`config.mk`:
```
export PLATFORM = sky130hd
export DESIGN_NAME = glq_vertex
export DESIGN_NICKNAME = d
export VERILOG_FILES = /design/src/rtl/core/glq_pkg.sv /design/src/rtl/core/glq_vertex.sv
export SDC_FILE = /design/constraint.sdc
export NUM_CORES = 1
export LEC_CHECK = 0
export BUFFER_PORTS_ARGS = -buffer_cell sky130_fd_sc_hd__buf_2
export CAP_MARGIN = 20
export CORE_ASPECT_RATIO = 1.1
export CORE_MARGIN = 5
export CORE_UTILIZATION = 25
export CTS_BUF_LIST = sky130_fd_sc_hd__clkbuf_16
export DETAILED_ROUTE_END_ITERATION = 10
export PLACE_DENSITY_LB_ADDON = 0.12
export SLEW_MARGIN = 5
export SYNTH_ARGS = -nofsm -noshare
export SYNTH_HDL_FRONTEND = slang
export SYNTH_SLANG_ARGS = --single-unit
```
`constraint.sdc`:
```
create_clock -name clk -period 5.1 [get_ports clk]
set_input_delay 1.02 -clock clk [delete_from_list [all_inputs] [get_ports clk]]
set_output_delay 1.02 -clock clk [all_outputs]
set_load 0.1 [all_outputs]
```
`src/rtl/core/glq_pkg.sv`:
```
// Shared types, constants and helpers for the glyph quad layout block.
// No dependencies; every other file imports this package.
`timescale 1ns / 1ps

package glq_pkg;

    // Table depth default and the newline character
    localparam int GLYPH_COUNT_DEF = 256;
    localparam logic [7:0] NEWLINE_CODE = 8'd10;

    // Widths fixed by the item fields
    localparam int CFG_IDX_W = 3;
    localparam int CFG_DATA_W = 32;

    // Item kinds carried by the mode field
    typedef enum logic [1:0] {
        MODE_LOAD  = 2'd0,
        MODE_START = 2'd1,
        MODE_CHAR  = 2'd2
    } mode_t;

    // Configuration register indexes
    typedef enum logic [CFG_IDX_W-1:0] {
        REG_START_X     = 3'd0,
        REG_START_Y     = 3'd1,
        REG_RIGHT_LIMIT = 3'd2,
        REG_GLYPH_SCALE = 3'd3,
        REG_LINE_HEIGHT = 3'd4
    } cfg_reg_t;

    // Vertex slots within one glyph quad, in emission order
    typedef enum logic [2:0] {
        VTX_LEFT_UP    = 3'd0,
        VTX_RIGHT_UP   = 3'd1,
        VTX_LEFT_DOWN  = 3'd2,
        VTX_LEFT_DOWN2 = 3'd3,
        VTX_RIGHT_DOWN = 3'd4,
        VTX_LAST       = 3'd5
    } vtx_t;

    // One glyph metric table entry (64 bits)
    typedef struct packed {
        logic [11:0]        ax;
        logic [11:0]        ay;
        logic [7:0]         w;
        logic [7:0]         h;
        logic signed [7:0]  ox;
        logic signed [7:0]  oy;
        logic [7:0]         adv;
    } glq_entry_t;

    // Scaled metrics of one item, handed from the multiply stage to the pen stage
    typedef struct packed {
        mode_t              mode;
        logic               newline;
        logic               in_range;
        logic [31:0]        p_adv;
        logic signed [31:0] p_ox;
        logic signed [31:0] p_oy;
        logic [31:0]        p_w;
        logic [31:0]        p_h;
        logic [31:0]        p_lh;
        logic [11:0]        ax;
        logic [11:0]        ay;
        logic [7:0]         w;
        logic [7:0]         h;
    } glq_prod_t;

    // Texture corners of one quad
    typedef struct packed {
        logic [12:0] tl;
        logic [12:0] tr;
        logic [12:0] tu;
        logic [12:0] td;
    } glq_tex_t;

    // Glyph placed at its effective pen position
    typedef struct packed {
        logic signed [31:0] pen_x;
        logic signed [31:0] pen_y;
        logic signed [31:0] p_ox;
        logic signed [31:0] p_oy;
        logic [31:0]        p_w;
        logic [31:0]        p_h;
        glq_tex_t           tex;
    } glq_quad_t;

    // Finished quad corners
    typedef struct packed {
        logic signed [31:0] left;
        logic signed [31:0] right;
        logic signed [31:0] up;
        logic signed [31:0] down;
        glq_tex_t           tex;
    } glq_vert_t;

    // Clamp a 34-bit signed sum to the signed 32-bit range
    function automatic logic signed [31:0] sat34(input logic signed [33:0] v);
        logic signed [31:0] r;
        if (v[33:31] == 3'b000 || v[33:31] == 3'b111)
        begin
            r = v[31:0];
        end
        else if (v[33])
        begin
            r = 32'sh8000_0000;
        end
        else
        begin
            r = 32'sh7FFF_FFFF;
        end
        return r;
    endfunction

    // Sign-extend a 32-bit value to 34 bits
    function automatic logic signed [33:0] sext34(input logic signed [31:0] v);
        return {{2{v[31]}}, v};
    endfunction

    // Zero-extend a 32-bit value to 34 bits
    function automatic logic signed [33:0] zext34(input logic [31:0] v);
        return {2'b00, v};
    endfunction

endpackage

```
`src/rtl/core/glq_vertex.sv`:
```
// Vertex stages: quad corners in two saturating steps, then six-vertex emission.
// Depends on glq_pkg; fed by glq_pen.
`timescale 1ns / 1ps

module glq_vertex
    import glq_pkg::*;
(
    input  logic               clk,
    input  logic               rst_n,
    input  logic               in_valid,
    output logic               in_ready,
    input  glq_quad_t          quad,
    output logic               out_valid,
    input  logic               out_ready,
    output logic signed [31:0] pos_x,
    output logic signed [31:0] pos_y,
    output logic [12:0]        tex_x,
    output logic [12:0]        tex_y,
    output logic               last
);

    logic               s4_valid_reg;
    logic signed [31:0] s4_left_reg;
    logic signed [31:0] s4_up_reg;
    logic [31:0]        s4_pw_reg;
    logic [31:0]        s4_ph_reg;
    glq_tex_t           s4_tex_reg;

    logic               ob_valid_reg;
    glq_vert_t          ob_reg;
    glq_vert_t          ob_next;
    vtx_t               cnt_reg;
    logic               ob_free;

    assign ob_free  = !ob_valid_reg || (out_ready && cnt_reg == VTX_LAST);
    assign in_ready = !s4_valid_reg || ob_free;

    // First corner step: left and top edges
    always_ff @(posedge clk or negedge rst_n)
    begin
        if (!rst_n)
        begin
            s4_valid_reg <= 1'b0;
        end
        else if (in_valid && in_ready)
        begin
            s4_valid_reg <= 1'b1;
        end
        else if (ob_free)
        begin
            s4_valid_reg <= 1'b0;
        end
    end

    always_ff @(posedge clk)
    begin
        if (in_valid && in_ready)
        begin
            s4_left_reg <= sat34(sext34(quad.pen_x) + sext34(quad.p_ox));
            s4_up_reg   <= sat34(sext34(quad.pen_y) - sext34(quad.p_oy));
            s4_pw_reg   <= quad.p_w;
            s4_ph_reg   <= quad.p_h;
            s4_tex_reg  <= quad.tex;
        end
    end

    // Second corner step: right and bottom edges
    always_comb
    begin
        ob_next.left  = s4_left_reg;
        ob_next.up    = s4_up_reg;
        ob_next.right = sat34(sext34(s4_left_reg) + zext34(s4_pw_reg));
        ob_next.down  = sat34(sext34(s4_up_reg) - zext34(s4_ph_reg));
        ob_next.tex   = s4_tex_reg;
    end

    // Hold the quad and step through its six vertices
    always_ff @(posedge clk or negedge rst_n)
    begin
        if (!rst_n)
        begin
            ob_valid_reg <= 1'b0;
            cnt_reg      <= VTX_LEFT_UP;
        end
        else if (s4_valid_reg && ob_free)
        begin
            ob_valid_reg <= 1'b1;
            cnt_reg      <= VTX_LEFT_UP;
        end
        else if (ob_valid_reg && out_ready)
        begin
            if (cnt_reg == VTX_LAST)
            begin
                ob_valid_reg <= 1'b0;
            end
            else
            begin
                cnt_reg <= vtx_t'(cnt_reg + 3'd1);
            end
        end
    end

    always_ff @(posedge clk)
    begin
        if (s4_valid_reg && ob_free)
        begin
            ob_reg <= ob_next;
        end
    end

    // Pick the corner for the current vertex
    always_comb
    begin
        case (cnt_reg)
            VTX_LEFT_UP:
            begin
                pos_x = ob_reg.left;
                pos_y = ob_reg.up;
                tex_x = ob_reg.tex.tl;
                tex_y = ob_reg.tex.tu;
            end
            VTX_RIGHT_UP:
            begin
                pos_x = ob_reg.right;
                pos_y = ob_reg.up;
                tex_x = ob_reg.tex.tr;
                tex_y = ob_reg.tex.tu;
            end
            VTX_LEFT_DOWN, VTX_LEFT_DOWN2:
            begin
                pos_x = ob_reg.left;
                pos_y = ob_reg.down;
                tex_x = ob_reg.tex.tl;
                tex_y = ob_reg.tex.td;
            end
            VTX_RIGHT_DOWN:
            begin
                pos_x = ob_reg.right;
                pos_y = ob_reg.down;
                tex_x = ob_reg.tex.tr;
                tex_y = ob_reg.tex.td;
            end
            default:
            begin
                pos_x = ob_reg.right;
                pos_y = ob_reg.up;
                tex_x = ob_reg.tex.tr;
                tex_y = ob_reg.tex.tu;
            end
        endcase
    end

    assign last      = (cnt_reg == VTX_LAST);
    assign out_valid = ob_valid_reg;

endmodule

```
# Yosys cells after proc, flatten, opt, wreduce, memory -nomap -nowiden
# Cells that the tools add are included.
# totals
out_inout_bits	93
register_bits	365
input_bits	248
wordCells	77
# classes
n_addsub	5
n_reduce_logical	24
mux	20
n_eq_ne	9
# ops
op	count
32-bit 2-to-1 mux	10
32-bit by 33-bit adder with 34-bit output	1
32-bit by 33-bit subtractor with 34-bit output	1
32-bit by 32-bit adder with 33-bit output	1
32-bit by 32-bit subtractor with 33-bit output	1
13-bit 2-to-1 mux	2
3-bit == test, second input constant	6
3-bit zero test	5
3-bit 2-to-1 mux	3
3-bit by 2-bit == test with 1-bit output, second input constant	2
1-bit logical OR	6
2-bit nonzero test	3
3-bit OR reduction	2
1-bit 2-to-1 mux	5
1-bit logical AND	4
2-bit AND reduction	2
3-bit by 1-bit adder with 3-bit output, second input constant	1
1-bit zero test	2
2-bit by 1-bit != test with 1-bit output, second input constant	1

# Logic depth before layout (Yosys ltp)
# Gate-level depths: netlist of run 1.
# depth
ltp_word	6
depth_mapped	15
ltp_nobuf	14

# Worst setup path before layout of run 1
# No wires, ideal clock.
# synth_path
path_type	reg-to-reg
startpoint	register cnt_reg[1]
endpoint	register s4_tex_reg (netlist bit ob_next[0]) (enable)
path_stages_with_launch	8
setup_ps	560
period_less_slack_ps	7066
setup_slack_ps	-1966
t_arrival_ps	6506
required_time_ps	4540
path_buffers	0
cell_sequence	dfrtp_1 > inv_1 > ha_1 > nand2_1 > inv_1 > nand2_1 > nand3_1 > and2_1
# synth_via
elab_chain_cells	5
# synth_rtl
element	line_no	source
start, declared	glq_vertex.sv:32	vtx_t cnt_reg;
start signal, assigned	glq_vertex.sv:98	cnt_reg <= vtx_t'(cnt_reg + 3'd1);
3-bit == test	--	
named net last	glq_vertex.sv:19	output logic last
1-bit logical AND	glq_vertex.sv:35	assign ob_free = !ob_valid_reg || (out_ready && cnt_reg == VTX_LAST);
1-bit logical OR	glq_vertex.sv:35	
1-bit logical OR	glq_vertex.sv:36	assign in_ready = !s4_valid_reg || ob_free;
named net in_ready	glq_vertex.sv:11	output logic in_ready,
1-bit logical AND	glq_vertex.sv:57	if (in_valid && in_ready)
end signal, assigned	glq_vertex.sv:63	s4_tex_reg <= quad.tex;
end, declared	glq_vertex.sv:27	glq_tex_t s4_tex_reg;
# The timed path passes the listed nets, and every way through them passes these cells.
# A chain may end at the register's enable or synchronous reset.

==> results of run 1 <==
-- critical path: stages (launching register included) --
cell and delay (ps):
edfxtp_1 450, ha_1 400, o21a_1 140, o31ai_1 110, o31ai_1 590, a211oi_1 260
o21ai_1 320, a21oi_1 120, o21bai_1 180, xor2_1 270, a21o_1 650, buf_12 240
a21oi_1 80
-- cell families (layout without fill, tap and decap cells) --
| kind of cell | after synthesis | after routing |
|---|---|---|
| flops | 365 | 365 |
| fa+ha+maj | 145 | 145 |
| mux | 90 | 90 |
| buf+inv | 153 | 537 |
| other cells | 0 | 1 |
| simple gates | 271 | 271 |
| xor+xnor | 110 | 110 |
| compound gates | 503 | 503 |
-- routing by layer --
metal  part of all wire (%)  track usage, %
met5                  0.080               0
met3                    5.5            3.24
met4                    2.2            3.27
met1                     41            14.9
met2                     52            23.6
-- path summary, 6_finish.rpt --
path                                                 end  slack [ps]  cells after the start
worst max-delay path                ob_reg[52]$_DFFE_PP_         990                     12
worst min-delay path            s4_valid_reg$_DFFE_PN0P_         280                      1
worst max register to register      ob_reg[52]$_DFFE_PP_         990                     12
worst min register to register      ob_reg[27]$_DFFE_PP_         410                      0
max in group asynchronous          out_valid$_DFFE_PN0P_        4680                      1
min in group clk                    ob_reg[27]$_DFFE_PP_         410                      0
-- power breakdown --
| group | switching (W) | internal (W) | leakage (nW) | total (W) |
|---|---|---|---|---|
| Sequential | 0.000172 | 0.00405 | 3.33 | 0.00422 |
| Clock | 0.00126 | 0.00184 | 0.739 | 0.00310 |
| Combinational | 0.00531 | 0.00170 | 5.53 | 0.00701 |
| Total | 0.00674 | 0.00759 | 9.60 | 0.0143 |
-- final cells by class --
| cell class | count | area, um2 | share of cell area [%] |
|---|---|---|---|
| antenna | 1 | 2.50 | 0.0103 |
| sequential | 365 | 10900 | 44.9 |
| clock buffer | 46 | 1150 | 4.72 |
| tap | 1045 | 1310 | 5.37 |
| inverter | 104 | 390 | 1.60 |
| multi-input combinational | 1119 | 8460 | 34.7 |
| timing repair buffer | 351 | 1830 | 7.53 |
| clock inverter | 36 | 288 | 1.18 |
-- through the flow --
stage                     instance area [um2]  setup slack (ps)  power [W]  hold slack, ps
final                                   24400               993     0.0143             283
after global routing                    24400               725     0.0151             244
after CTS                               24400               944     0.0146             241
after detailed placement                22900               761     0.0114             405
after global placement                  22900               862     0.0114             401
after floorplan                         20000               774    0.00984             400
-- cells in the final DEF, fill, tap and decap left out, drive strengths merged, types with 33 or more instances in the layout --
master and n:
edfxtp 360, buf 351, a21oi 177, ha 135, o21ai 115, inv 111
mux2 90, nor2 65, nand2 62, a21o 57, xnor2 57, xor2 53
clkbuf 46, nand3 33
==> key figures, run 1 <==
Logic synthesis
  – Largest area contributor in the synthesized netlist: edfxtp_1
  – Post-synthesis cell type count: approximately 80
  – Adder-cell area share of the yosys netlist: between 9 and 10%
  – Mux contribution to synthesized area: 5.06%
  – Largest family of logic cells by synthesized area: compound AO/OA/AOI/OAI gates
  – Mapped Avg Cell Area: approximately 12 um2
  – Post-synth EDFFs: 360
  – YS warnings: 0
  – Top cells by area, synth: edfxtp_1 (54%), ha_1 (8.4%), mux2_2 (5.1%), a21oi_1 (4.3%), o21ai_0 (2.6%)
  – Ys flop type: edfxtp_1
  – Asr flop ratio synth: around 1.4%
  – Most common cell in the netlist: edfxtp_1
  – Synth Register Bits: roughly 370
  – Share of the yosys chip area belonging to registers: a little over half
  – Synth cell count leaders: edfxtp_1 (360), a21oi_1 (172), ha_1 (135)
  – Top cell type's share of synthesized area: 54.0%
  – XOR/XNOR share of the synthesized area: a little under 5%
  – Syn nets: between 2,000 and 2,500
  – Mapped Area: between 20,000 and 25,000 um2
  – Simple-Gate Fraction of Synth Area: roughly 6.9%
  – Cells after synthesis: 1,637
  – Synth Area in Compound Gates: between 15 and 20%

Power
  – Leak: 9.60 nW
  – Pwr Density: 588 nW/um2
  – Peak supply drop: about 0.35 mV

Clock tree
  – # hold bufs at CTS: 0
  – CTS Buf Count: between 40 and 50
  – Clk_lat worst skew: 560 ps
  – Post_cts resized: 0
  – Clk slew on worst S/H paths: approximately 60 ps
  – CTS H-tree depth: 2
  – CTS tree: built
  – Clock Tree Root: clkbuf_16
  – Clk sinks: between 300 and 400
  – Number of post-CTS setup repair buffers: 0
  – Longest Clk Path Bufs: 3

Die
  – DIE WIDTH: approximately 280 um
  – FP Rows: around 110
  – Io pins: 341
  – Die height: ~310 um
  – Initial Utilization: about 25%
  – Die footprint: between 80,000 and 90,000 um2
  – Core box area: 79,200 um2

Worst setup path
  – CP Capture Type: flop
  – RR Startpoint: s4_up_reg[2]$_DFFE_PP_
  – Crit Path Class: flop to flop
  – Worst Path Arrival: 4380 ps
  – Crit start category: flop
  – Critical Path RT: roughly 5400 ps
  – Worst-path fanout max: 16
  – Worst Setup SP: s4_up_reg[2]$_DFFE_PP_

Layout
  – Nets: roughly 2,400
  – # fillers: 8,241
  – Final Util: 30.8%
  – Share of cells above drive strength 1: 27.2%
  – Layout Cells excl Fill: ~3,100
  – Area delta synth->final: 21.7%
  – Number of flip-flops under the largest register name: 180

Global route
  – Largest net degree at the start of global routing: 120
  – Vias in the first global route: roughly 15,000
  – Overall Global Routing Usage: between 10% and 20%
  – First-pass GRT wire length: 87,100 um
  – Global route overflow: 0
  – Initial antenna violation count: 5

Drt
  – Iteration-0 DRC count of the detailed router: approximately 660
  – Routed len/inst: approximately 19 um
  – Vias per inst: roughly 4.6
  – Routed wire length: ~57,000 um
  – Drt drc: 0
  – Routed Antenna Nets: 0
  – First-pass DRT Iterations: 5
  – Via count: approximately 14,000

Timing
  – TNS Setup: 0 ps
  – Finish-stage setup viols: 0
  – RSZ-0062 raised after global routing: false
  – FMAX: 244 MHz
  – Setup Skew: roughly 21 ps
  – Slew @ Worst Pin: ~870 ps
  – Min Tclk post-route: around 4100 ps
  – Final hold viol count: 0
  – Slew HR: between 40% and 50%
  – Tcrit/Tclk final: between 80% and 90%
  – Pins Over Slew Limit: 0

Place
  – Gpl congestion: approximately 0.86
  – Detail Placement HPWL: between 40,000 and 50,000 um
  – Post-Place Cells: a little under 3,000
  – IO Port Bufs: 340

Run
  – Total of max-cap violations: 0

Status
  – Status: finished clean

Min path
  – HP Class: primary input to async pin
Note: power is estimated with default switching activity, not from simulation.
==> run 2: changes to the inputs <==
==> constraint.sdc (replaced) <==
create_clock -name clk -period 3.4 [get_ports clk]
set_input_delay 0.68 -clock clk [delete_from_list [all_inputs] [get_ports clk]]
set_output_delay 0.68 -clock clk [all_outputs]
set_load 0.1 [all_outputs]
==> run 2 against run 1 <==
Compared with the run above:
- power is 72% higher
- clock skew is 6.2 ps lower
- utilization is 4.4 points higher
- combinational power is 93% higher
- sequential power is 50% higher
- maximum frequency is 24% higher
- critical path depth is 3 higher
- highest routed layer unchanged
==> key figures, run 2 (synthesis gave the netlist of run 1 again) <==
Status
  – Status: finished clean

Global route
  – Global route overflow: 0
  – Overall Global Routing Usage: between 10% and 20%
  – Largest net degree at the start of global routing: 55
  – Initial antenna violation count: 12
  – Vias in the first global route: approximately 16,000
  – First-pass GRT wire length: ~91,000 um

Worst setup path
  – Worst Path Arrival: ~3700 ps
  – Crit Path Class: flop to flop
  – CP Capture Type: flop
  – RR Startpoint: s4_left_reg[4]$_DFFE_PP_
  – Critical Path Most Common Cell: buf_4
  – Crit-path slowest cell: edfxtp_1
  – CP cell instances: ha_4 > nand2_2 > buf_4 > nor4_2 > nor2_1 > buf_4 > o211ai_1 > nor2_2 > o21ai_2 > buf_6 > a31oi_4 > xnor2_2 > o21a_4 > buf_12 > o41ai_4
  – Worst Setup SP: s4_left_reg[4]$_DFFE_PP_
  – CP peak stage delay: ~430 ps
  – Critical Path RT: 3780 ps
  – Crit start category: flop
  – Worst-path fanout max: 12

Timing
  – FMAX: 301 MHz
  – Slew HR: 62.1%
  – Pins Over Slew Limit: 0
  – Finish-stage setup viols: 0
  – Min Tclk post-route: around 3300 ps
  – Hold slack final: approximately 280 ps
  – Final hold viol count: 0
  – RSZ-0062 raised after global routing: true
  – Tcrit/Tclk final: roughly 100%
  – Slew @ Worst Pin: 569 ps
  – Setup Skew: 15.1 ps
  – TNS Setup: 0 ps

Layout
  – Nets: between 2,000 and 3,000
  – Layout Cell Area excl Fill: approximately 28,000 um2
  – Area delta synth->final: 38.9%
  – Commonest non-fill, non-tap cell in the layout: edfxtp_1
  – Share of cells above drive strength 1: a little under two fifths
  – # fillers: a little over 8,000
  – Commonest non-fill, non-tap cells in the layout: edfxtp_1 (360), buf_2 (253), buf_4 (242)
  – Layout Cells excl Fill: roughly 3,300
  – Number of flip-flops under the largest register name: 180

Power
  – Leak: 11.3 nW
  – Pwr Density: about 900 nW/um2
  – Peak supply drop: about 0.78 mV

Drt
  – Via count: about 15,000
  – Routed len/inst: around 19 um
  – Iteration-0 DRC count of the detailed router: roughly 740
  – Drt drc: 0
  – Vias per inst: ~4.5
  – First-pass DRT Iterations: 5
  – Routed wire length: around 62,000 um
  – Routed Antenna Nets: 0

Clock tree
  – CTS H-tree depth: 2
  – CTS Buf Count: 46
  – Clk slew on worst S/H paths: 60 ps
  – CTS tree: built
  – Clock Tree Root: clkbuf_16
  – Clk_lat worst skew: 570 ps
  – Clk sinks: approximately 370
  – Longest Clk Path Bufs: 3

Place
  – Post-DP Area: 24,700 um2
  – IO Port Bufs: 340
  – Detail Placement HPWL: roughly 46,000 um
  – Gpl congestion: roughly 0.86
  – Post-Place Cells: 3,203

Run
  – Total of max-cap violations: 0

Die
  – Initial Utilization: roughly a quarter
  – Die footprint: between 80,000 and 90,000 um2
  – FP Rows: ~110
  – Die height: around 310 um
  – Io pins: around 340
  – DIE WIDTH: around 280 um
  – Core box area: about 79,000 um2

Min path
  – Hold wc startpoint: quad[114]
  – HP Class: primary input to flop
-- run 2: cell count changes in the layout (fill, tap and decap cells not counted), moves of 9 or more --
cell and delta:
o21ai_2 +19, buf_2 -87, clkinv_2 -9, o21ai_1 +10, buf_12 +17, o21ai_0 -29
ha_1 -11, buf_6 +67, buf_4 +235
-- run 2: final cells by class --
type | count | area (um2) | share of cell area (%)
Inverter | 104 | 394 | 1.42
Clock buffer | 46 | 1150 | 4.14
Clock inverter | 39 | 354 | 1.27
Antenna cell | 3 | 7.51 | 0.0270
Tap cell | 1045 | 1310 | 4.70
Sequential cell | 365 | 10900 | 39.3
Timing Repair Buffer | 606 | 4730 | 17.0
Multi-Input combinational cell | 1119 | 8940 | 32.1
-- run 2: path summary, 6_finish.rpt --
path	to	slack, ps	cells past startpoint
setup / recovery	ob_reg[129]$_DFFE_PP_	80	15
min in group asynchronous	cnt_reg[1]$_DFFE_PN0P_	470	2
hold reg to reg	ob_reg[25]$_DFFE_PP_	410	0
max in group asynchronous	cnt_reg[0]$_DFFE_PN0P_	2790	2
setup reg to reg	ob_reg[129]$_DFFE_PP_	80	15
hold / removal	s4_pw_reg[30]$_DFFE_PP_	280	1
-- run 2: metrics by stage --
stage	setup slack (ps)	utilization (%)	total power, W
after CTS	-0.357	34.0	0.0238
after detailed placement	-363	31.3	0.0179
after floorplan	40.9	-	0.0148
final	81.1	35.1	0.0247
after global routing	-69.6	35.1	0.0259
after global placement	-320	31.3	0.0179
-- run 2: critical path, delay by kind of cell, from the launching register on --
kind                     cells  cell delay [ps]
flip-flops                   1              430
AND/OR/NAND/NOR              4              490
XOR/XNOR                     1              170
adder cells (fa/ha/maj)      1              300
buffers and inverters        4              580
AO/OA/AOI/OAI                5             1130
-- run 2: layer usage --
metal	vias up	global-route usage, %	wire, um
met5	-	0	69
met4	12	3.90	1640
met3	95	3.74	3570
met2	309	24.8	32400
met1	7249	15.3	24500
li1	7455	-	-
-- run 2: timing repair --
item	CTS	global route
hold endpoints to repair	5	0
setup buffers	20	7
gates resized for setup	114	218
cloned	3	10
setup endpoints to repair	152	140
pin swaps	14	30
hold buffers	1	0
-- run 2: power breakdown --
part           leakage (nW)  internal [W]  switching [W]  total (W)
Clock                 0.774       0.00292        0.00193    0.00484
Combinational          7.24       0.00475        0.00873     0.0135
Sequential             3.33       0.00606       0.000279    0.00634
Total                  11.3        0.0137         0.0109     0.0247
==> run 3: changes to the inputs <==
--- a/config.mk
+++ b/config.mk
@@ -13,6 +13,7 @@
 export CTS_BUF_LIST = sky130_fd_sc_hd__clkbuf_16
 export DETAILED_ROUTE_END_ITERATION = 10
 export PLACE_DENSITY_LB_ADDON = 0.12
+export REMOVE_ABC_BUFFERS = 1
 export SLEW_MARGIN = 5
 export SYNTH_ARGS = -nofsm -noshare
 export SYNTH_HDL_FRONTEND = slang
==> run 3 against run 2 <==
Compared with the run above:
- clock skew increased by 13 ps
- via count down 1.0%
- clock-buffer cell count stayed put
- critical path type is now flop to output port
==> key figures, run 3 (synthesis gave the netlist of run 1 again) <==
Global route
  – First-pass GRT wire length: 89,500 um
  – Initial antenna violation count: 3
  – Overall Global Routing Usage: between 10% and 20%
  – Largest net degree at the start of global routing: 50
  – Global route overflow: 0
  – Vias in the first global route: about 16,000

Power
  – Internal power: between 0.01 and 0.015 W
  – Tot Pwr: about 0.024 W
  – Peak supply drop: between 0.7 and 0.8 mV
  – Flop pwr share: about a quarter
  – Sw Ratio: 44.9%
  – Clock Power Share: between 10% and 20%
  – Leak: between 10 and 15 nW
  – Net switching power: 0.0109 W
  – Pwr Density: 883 nW/um2
  – Comb pwr share: around 55%

Drt
  – Vias per inst: approximately 4.5
  – Drt drc: 0
  – Via count: ~15,000
  – First-pass DRT Iterations: 5
  – Routed wire length: 61,500 um
  – Iteration-0 DRC count of the detailed router: 700
  – Routed Antenna Nets: 0
  – Routed len/inst: between 15 and 20 um

Die
  – Die height: just over 300 um
  – Die footprint: approximately 86,000 um2
  – Core box area: between 70,000 and 80,000 um2
  – DIE WIDTH: about 280 um
  – Initial Utilization: between 20 and 30%
  – FP Rows: approximately 110
  – Io pins: 341

Place
  – Gpl congestion: between 0.8 and 0.9
  – IO Port Bufs: between 300 and 400
  – Detail Placement HPWL: ~45,000 um
  – Dpl ws: -510 ps

Worst setup path
  – Crit-path slowest cell: dfrtp_1
  – Worst-path fanout max: 19
  – Crit start category: flop
  – WP buf/inv: 3
  – CP Capture Type: output port
  – Critical Path Most Common Cell: buf_12
  – CP delay by family, top: buffers and inverters
  – Crit Path Class: flop to output port
  – Worst Path Arrival: 2630 ps
  – Critical Path RT: roughly 2700 ps
  – CP cell instances: ha_1 > ha_2 > a211oi_4 > buf_12 > buf_16 > mux2_2 > buf_12
  – CP peak stage delay: ~420 ps

Clock tree
  – Clk_lat worst skew: roughly 570 ps
  – CTS tree: built
  – Clock Tree Root: clkbuf_16
  – CTS Buf Count: 44
  – CTS H-tree depth: 2
  – Clk sinks: ~370
  – Clk slew on worst S/H paths: around 60 ps
  – Longest Clk Path Bufs: 3

Layout
  – Area delta synth->final: 37.5%
  – Nets: 2,612
  – Final Util: about a third
  – # fillers: approximately 8,000
  – Number of flip-flops under the largest register name: 180
  – Commonest non-fill, non-tap cell in the layout: edfxtp_1
  – Share of cells above drive strength 1: between 30% and 40%
  – Commonest non-fill, non-tap cells in the layout: edfxtp_1 (360), buf_2 (255), buf_4 (244)

Min path
  – HP Class: primary input to flop

Timing
  – Slew HR: slightly below 60%
  – RSZ-0062 raised after global routing: true
  – Final hold viol count: 0
  – TNS Setup: 0 ps
  – Pins Over Slew Limit: 0
  – Hold slack final: roughly 270 ps
  – Setup Skew: around 28 ps
  – Min Tclk post-route: 3310 ps
  – FMAX: 303 MHz
  – Finish-stage setup viols: 0
  – Tcrit/Tclk final: 97.2%
  – Slew @ Worst Pin: ~620 ps
  – Final WS setup: 94.9 ps

Status
  – Status: finished clean

Run
  – Total of max-cap violations: 0
[run 3: path summary, 6_finish.rpt]
path	start	endpoint	slack (ps)	cells after the start
max in group asynchronous	rst_n	out_valid$_DFFE_PN0P_	2770	2
worst max register to register	s4_up_reg[6]$_DFFE_PP_	ob_reg[76]$_DFFE_PP_	100	13
worst min-delay path	quad[38]	ob_next[38]$_DFFE_PP_	270	1
worst min register to register	ob_next[6]$_DFFE_PP_	ob_reg[6]$_DFFE_PP_	400	0
min in group asynchronous	rst_n	cnt_reg[2]$_DFFE_PN0P_	500	2
worst max-delay path	cnt_reg[0]$_DFFE_PN0P_	tex_y[3]	90	7
[run 3: per-stage QoR]
| step | cell area, um2 | cells |
|---|---|---|
| finish | 27500 | 3304 |
| global route | 27500 | 3303 |
| CTS | 26500 | 3269 |
| detailed placement | 24600 | 3183 |
| global placement | 24600 | 3183 |
| floorplan | 19800 | 1588 |
[run 3: final cells by class]
cell class / instances / area [um2] / area share, %
clock buffers: 46 / 1150 / 4.18
well taps: 1045 / 1310 / 4.75
flip-flops and latches: 365 / 10900 / 39.7
diodes: 1 / 2.50 / 0.00909
repair buffers: 591 / 4530 / 16.4
inverters: 104 / 390 / 1.42
multi-input cells: 1119 / 8940 / 32.5
clock inverters: 33 / 285 / 1.04
[run 3: power by group through the flow]
stage                     Clock (W)  Combinational (W)  Sequential [W]
after floorplan                   0            0.00804         0.00644
final                       0.00465             0.0133         0.00633
after CTS                   0.00483             0.0124         0.00633
after global routing        0.00502             0.0141         0.00640
after global placement            0             0.0115         0.00641
after detailed placement          0             0.0115         0.00642
[run 3: worst register-to-register path, cell delays in order (launching register included)]
cell	delay (ps)
edfxtp_1	430
ha_1	360
a211oi_2	260
o21ai_1	140
a41o_1	270
a211oi_2	150
buf_4	160
o21ai_4	70
a21oi_1	170
o21bai_1	100
xor2_1	250
a21o_2	370
clkbuf_16	240
a21oi_1	70
[run 3: layer usage]
metal  GRT usage [%]  up-vias  part of all wire, %
met5               0        -                0.024
met3            2.51       96                  4.4
met1            16.4     7150                   42
li1                -     7396                    -
met4            3.74        2                  3.1
met2            23.4      320                   50
[run 3: timing repair]
item | 4_1_cts | 5_1_grt
endpoints found under the setup margin | 142 | 178
setup buffers | 3 | 23
cloned | 3 | 12
hold endpoints to repair | 5 | 0
pin swaps | 5 | 35
gates resized for setup | 104 | 182
hold buffers | 1 | 0
